--- config.mk ---
export PLATFORM = sky130hd
export DESIGN_NAME = rc6_round
export DESIGN_NICKNAME = d
export VERILOG_FILES = /design/src/hdl/rc6_pkg.sv /design/src/hdl/rc6_round.sv
export SDC_FILE = /design/constraint.sdc
export NUM_CORES = 2
export LEC_CHECK = 0
export ABC_CLOCK_PERIOD_IN_PS = 21100
export BUFFER_PORTS_ARGS = -buffer_cell sky130_fd_sc_hd__buf_2
export CELL_PAD_IN_SITES_DETAIL_PLACEMENT = 0
export CELL_PAD_IN_SITES_GLOBAL_PLACEMENT = 1
export CORE_MARGIN = 5
export CORE_UTILIZATION = 45
export DETAILED_ROUTE_END_ITERATION = 8
export PLACE_DENSITY_LB_ADDON = 0.1
export SLEW_MARGIN = 20
export SYNTH_ARGS = -nofsm -noshare
export SYNTH_HDL_FRONTEND = slang
export SYNTH_SLANG_ARGS = --single-unit
--- constraint.sdc ---
create_clock -name vclk -period 21.1
set_input_delay 4.22 -clock vclk [all_inputs]
set_output_delay 4.22 -clock vclk [all_outputs]
set_load 0.005 [all_outputs]
--- src/hdl/rc6_pkg.sv ---
package rc6_pkg;

    localparam logic [31:0] P32 = 32'hB7E15163;
    localparam logic [31:0] Q32 = 32'h9E3779B9;

    localparam int CFG_IDX_W = 3;

    localparam logic [CFG_IDX_W-1:0] CFG_KEY_SIZE = 3'd0;
    localparam logic [CFG_IDX_W-1:0] CFG_KEY_W0   = 3'd1;
    localparam logic [CFG_IDX_W-1:0] CFG_KEY_W3   = 3'd4;

    localparam logic [1:0] KEY_128 = 2'd0;
    localparam logic [1:0] KEY_192 = 2'd1;

    localparam logic CMD_ENCRYPT = 1'b0;

    typedef enum logic [2:0] {
        S_IDLE,
        S_SEED,
        S_MRD,
        S_MWR,
        S_CRD,
        S_CRUN,
        S_OUT
    } t_state;

    typedef enum logic [2:0] {
        OP_ENC_PRE,
        OP_ENC_ROUND,
        OP_ENC_POST,
        OP_DEC_PRE,
        OP_DEC_ROUND,
        OP_DEC_POST
    } t_op;

    function automatic logic [31:0] rotl32(input logic [31:0] x, input logic [4:0] n);
        logic [63:0] w;
        w = {x, x} << n;
        return w[63:32];
    endfunction

    function automatic logic [31:0] rotr32(input logic [31:0] x, input logic [4:0] n);
        logic [63:0] w;
        w = {x, x} >> n;
        return w[31:0];
    endfunction

    function automatic logic [31:0] fquad(input logic [31:0] x);
        logic [31:0] p;
        p = x * {x[30:0], 1'b1};
        return rotl32(p, 5'd5);
    endfunction

endpackage

--- src/hdl/rc6_round.sv ---
module rc6_round (
    input  rc6_pkg::t_op i_op,
    input  logic [31:0]  i_a,
    input  logic [31:0]  i_b,
    input  logic [31:0]  i_c,
    input  logic [31:0]  i_d,
    input  logic [31:0]  i_k0,
    input  logic [31:0]  i_k1,
    output logic [31:0]  o_a,
    output logic [31:0]  o_b,
    output logic [31:0]  o_c,
    output logic [31:0]  o_d
);

    logic        w_dec;
    logic [31:0] w_fx;
    logic [31:0] w_fy;

    assign w_dec = (i_op == rc6_pkg::OP_DEC_ROUND);
    assign w_fx  = rc6_pkg::fquad(w_dec ? i_a : i_b);
    assign w_fy  = rc6_pkg::fquad(w_dec ? i_c : i_d);

    always_comb begin
        o_a = i_a;
        o_b = i_b;
        o_c = i_c;
        o_d = i_d;
        case (i_op)
            rc6_pkg::OP_ENC_PRE: begin
                o_b = i_b + i_k0;
                o_d = i_d + i_k1;
            end
            rc6_pkg::OP_ENC_ROUND: begin
                o_a = i_b;
                o_b = rc6_pkg::rotl32(i_c ^ w_fy, w_fx[4:0]) + i_k1;
                o_c = i_d;
                o_d = rc6_pkg::rotl32(i_a ^ w_fx, w_fy[4:0]) + i_k0;
            end
            rc6_pkg::OP_ENC_POST: begin
                o_a = i_a + i_k0;
                o_c = i_c + i_k1;
            end
            rc6_pkg::OP_DEC_PRE: begin
                o_a = i_a - i_k0;
                o_c = i_c - i_k1;
            end
            rc6_pkg::OP_DEC_ROUND: begin
                o_a = rc6_pkg::rotr32(i_d - i_k0, w_fy[4:0]) ^ w_fx;
                o_b = i_a;
                o_c = rc6_pkg::rotr32(i_b - i_k1, w_fx[4:0]) ^ w_fy;
                o_d = i_c;
            end
            rc6_pkg::OP_DEC_POST: begin
                o_b = i_b - i_k0;
                o_d = i_d - i_k1;
            end
            default: begin
                o_a = i_a;
            end
        endcase
    end

endmodule

======== Yosys cells after proc, flatten, opt, wreduce, memory -nomap -nowiden ========
Cells that the tools add are included.
Widths: inputs -> output; s select.
storage, ports and cells
  output and inout bits ................... 128
  bits of input ports ..................... 195
  word-level logic and storage cells ...... 34
  register bits ........................... 0
cells by class
  reductions and logical operators ........ 1
  bitwise gates (word level) .............. 4
  add/subtract/negate cells ............... 12
  eq/ne operators ......................... 5
  mux-type cells .......................... 6
  shifts and indexed selects .............. 4
  multipliers ............................. 2
operators by type and width
  cell                count
  $pmux 32 s4         4
  $add 32x32->32      6
  $sub 32x32->32      6
  $shl 64x5->64       2
  $shr 64x5->32       2
  $xor 32x32->32      4
  $mul 32x32->32      2
  $mux 32             2
  $eq 3x2->1 const B  2
  $eq 3x3->1 const B  2
  $eq 3x1->1 const B  1
  $logic_not 3->1     1

======== Longest topological paths before layout ========
  word-level depth ........................ 7
  depth in mapped cells ................... 58
  depth with buffers taken out ............ 51

======== Worst setup path before layout ========
No wires, ideal clock.
  kind .................................... input port to output port
  start ................................... in i_op[0]
  end ..................................... out o_d[31]
  slack ................................... -0.148 ns
  cell stages on the path ................. 51
  data arrival time ....................... 17.028 ns
  data required time ...................... 16.880 ns
  path buffers ............................ 9
  cells stage by stage .................... buf_2 > nor3b_4 > buf_2 > buf_1 > clkbuf_1 > nand2_1 > nand2_1 > clkinv_1 > nor2_1 > fa_1 > fa_1 > fa_1 > inv_1 > fa_1 > inv_1 > fa_1 > inv_1 > fa_1 > [15 not listed] > mux2i_1 > mux2i_1 > a21o_1 > mux2_2 > ha_1 > a21o_1 > a21o_1 > a2111oi_0 > o311ai_0 > a31oi_1 > a21oi_1 > o221a_2 > o21ai_1 > or4b_2 > o211ai_1 > o31a_1 > o21ai_1 > a2bb2oi_1
between the ends
  longest elaborated chain between the ends .. 7
  elaborated cells on any way between the ends .. 12
  classes of those cells .................. add/sub (1); mul (2); eq/ne (3); shift (1); mux (3); bitwise (1); reduce/logical (1)
ends and longest elaborated chain
  element          line                              RTL
  start, declared  rc6_round.sv:2                    input rc6_pkg::t_op i_op,
  $eq 3x3->1       rc6_round.sv:19, rc6_round.sv:28
  $mux 32          rc6_round.sv:20                   assign w_fx = rc6_pkg::fquad(w_dec ? i_a : i_b);
  $mul 32x32->32   rc6_pkg.sv:50                     p = x * {x[30:0], 1'b1};
  $xor 32x32->32   rc6_round.sv:37                   o_d = rc6_pkg::rotl32(i_a ^ w_fx, w_fy[4:0]) + i_k0;
  $shl 64x5->64    rc6_pkg.sv:38                     w = {x, x} << n;
  $add 32x32->32   rc6_round.sv:37
  $pmux 32 s4 *    rc6_round.sv:28                   case (i_op)
  end, declared    rc6_round.sv:12                   output logic [31:0] o_d
Every way passes the cells marked *; elsewhere a longest branch is shown, timed or not.

======== Final worst setup path ========
  start ................................... in i_op[1]
  end ..................................... out o_d[31]
The elaborated chain is that of the path after synthesis.

==> results.json <==
{
  "grt_pass1_wl_mm": 420.0,
  "vias": 59838,
  "cp_slowest_cell": "fa_1",
  "drtAntennaViolNets": 0,
  "area_growth_pct": 20.68,
  "dp_hpwl_mm": 262.2,
  "cp-start-kind": "input pin",
  "holdPathEnd": "o_a[3]",
  "yosys_warnings": 0,
  "synthesis.area_um2": 54640,
  "synthCells": 6930,
  "fmax_mhz": 47.67,
  "cap_violations": 0,
  "synth_top_area_share_pct": 27.04,
  "place.gp.congestion": 1.124,
  "drc": 0,
  "drive_above_1_share_pct": 21.65,
  "die_y_um": 358.5,
  "overflow": 0,
  "hp-start": "i_a[3]",
  "setup_ws_ns": 0.1217,
  "hp-class": "input pin to output port",
  "fin_util_pct": 54.82,
  "fin_cells": 9571,
  "avgSynthCellArea_um2": 7.885,
  "slowest_delay_ns": 0.60,
  "drt_pass1_iterations": 6,
  "track_usage_pct": 45.62,
  "hold_violations": 0,
  "grt_start_max_net_pins": 62,
  "port_buffers": 323,
  "slew-limit-headroom_pct": 16.90,
  "synthTopCellsByArea": "fa_1, ha_1, inv_1",
  "cp_max_fo": 17,
  "wl_per_cell_um": 31.64,
  "core-area_um2": 120300,
  "drt_iter0_drc": 7866,
  "setup_viol": 0,
  "via_per_inst": 6.252,
  "period_needed_ns": 20.98,
  "design.seq.count": 0,
  "postCtsHoldBufs": 0,
  "rows": 127,
  "final.setup.tns_ns": 0,
  "arrival_ns": 16.76,
  "start_util_pct": 45.43,
  "die_area_um2": 128500,
  "antenna_found_initial": 30,
  "placed_cells": 9505,
  "yosysTopAreaCell": "fa_1",
  "min_path_cells": 4,
  "ys_types": 117,
  "io_pins": 323,
  "dpl_worst_slack_ns": -0.6342,
  "synth_nets": 8383,
  "crit_required_ns": 16.88,
  "fin_crit_sh_pct": 99.42,
  "grt_pass1_vias": 58103,
  "fin_nets": 9399,
  "crit_top_cell": "fa_1",
  "regArea_um2": 0,
  "tightestPinTransition_ns": 1.215,
  "cp_top_family": "adder cells",
  "path_buf_inv": 15,
  "drt_wl_total_mm": 302.8,
  "yosysSeqAreaShare_pct": 0,
  "die_width_um": 358.5,
  "clockBufferCount": 0,
  "rsz0062_at_grt": "true",
  "outcome": "finished, final reports clean",
  "path_class": "input pin to output port",
  "maxSlewViolCount": 0,
  "end_kind": "output port"
}
[metrics by stage]
stage | hold slack, ns | instance area [um2]
6_report | 9.041 | 65940
5_1_grt | 9.040 | 65900
4_1_cts | 9.018 | 64770
3_5_place_dp | 9.017 | 64580
3_3_place_gp | 9.009 | 64570
2_1_floorplan | 8.531 | 54650
[cells in the final DEF, fill, tap and decap left out, types with 36 or more instances in the layout]
| master | n |
|---|---|
| a211oi_1 | 63 |
| a21o_1 | 128 |
| a21oi_1 | 383 |
| a221oi_1 | 39 |
| a31oi_1 | 55 |
| and3_1 | 55 |
| buf_2 | 320 |
| buf_4 | 945 |
| fa_1 | 727 |
| ha_1 | 516 |
| inv_1 | 957 |
| mux2_2 | 65 |
| mux2i_1 | 204 |
| mux4_2 | 43 |
| nand2_1 | 654 |
| nand2b_1 | 36 |
| nand3_1 | 109 |
| nor2_1 | 674 |
| nor3_1 | 114 |
| o211ai_1 | 50 |
| o21a_1 | 65 |
| o21ai_0 | 272 |
| or3_1 | 42 |
| xnor2_1 | 389 |
| xor2_1 | 132 |
[synth_stat cells, drive strengths merged, types with 20 or more instances]
master	n
mux4	56
a31oi	63
or2	29
buf	120
ha	520
a21oi	414
o31ai	33
o22ai	29
a221oi	40
o21ai	309
or3	43
xor2	141
nand4	32
a222oi	23
and2	20
o21a	65
clkbuf	180
nor4	22
a21o	131
nor2b	34
nand3	109
a2111oi	21
nor2	703
fa	738
maj3	20
mux2i	231
mux2	69
nand2b	36
and3	55
xnor2	401
nand2	676
inv	975
nor3	117
a211oi	73
o21bai	32
a21boi	20
o211ai	50
[what timing repair did]
action	4_1_cts	5_1_grt
buffers inserted	8	40
resized for setup	37	193
pin swaps	5	46
endpoints found under the setup margin	23	24
gates cloned	0	3
[cell families after synthesis]
group                    share of synthesized area [%]
AO/OA/AOI/OAI                                    18.62
XOR/XNOR                                         9.166
buffers and inverters                            9.253
adder cells (fa/ha/maj)                          39.31
AND/OR/NAND/NOR                                  15.57
multiplexers                                     8.074
[final cells by class]
| class | instances | area, um2 |
|---|---|---|
| Timing Repair Buffer | 1314 | 9555 |
| Multi-Input combinational cell | 5642 | 50590 |
| Fill cell | 11597 | 54350 |
| Antenna cell | 15 | 37.54 |
| Inverter | 988 | 3740 |
| Tap cell | 1612 | 2017 |
[metal layers]
layer	global-route usage (%)	routed length [um]	up-vias
li1	-	-	25565
met3	14.57	40920	929
met4	27.49	24850	20
met1	59.97	115900	29239
met5	0.7547	229	-
met2	65.25	120900	4085
[tightest hold or removal path, cell delays in order]
cell and delay, ns:
buf_2 0.25, a21oi_1 0.18, a21oi_1 0.05, buf_2 0.12
[worst max-delay path by stage]
stage,start,end,slack (ns),depth (start not counted)
CTS,i_op[1],o_b[30],0.003,52
detailed placement,i_op[1],o_b[31],-0.63,58
global placement,i_op[1],o_b[31],-0.58,56
global route,i_op[1],o_d[31],-0.19,51
floorplan,i_op[0],o_d[31],0.03,51
finish,i_op[1],o_d[31],0.12,55
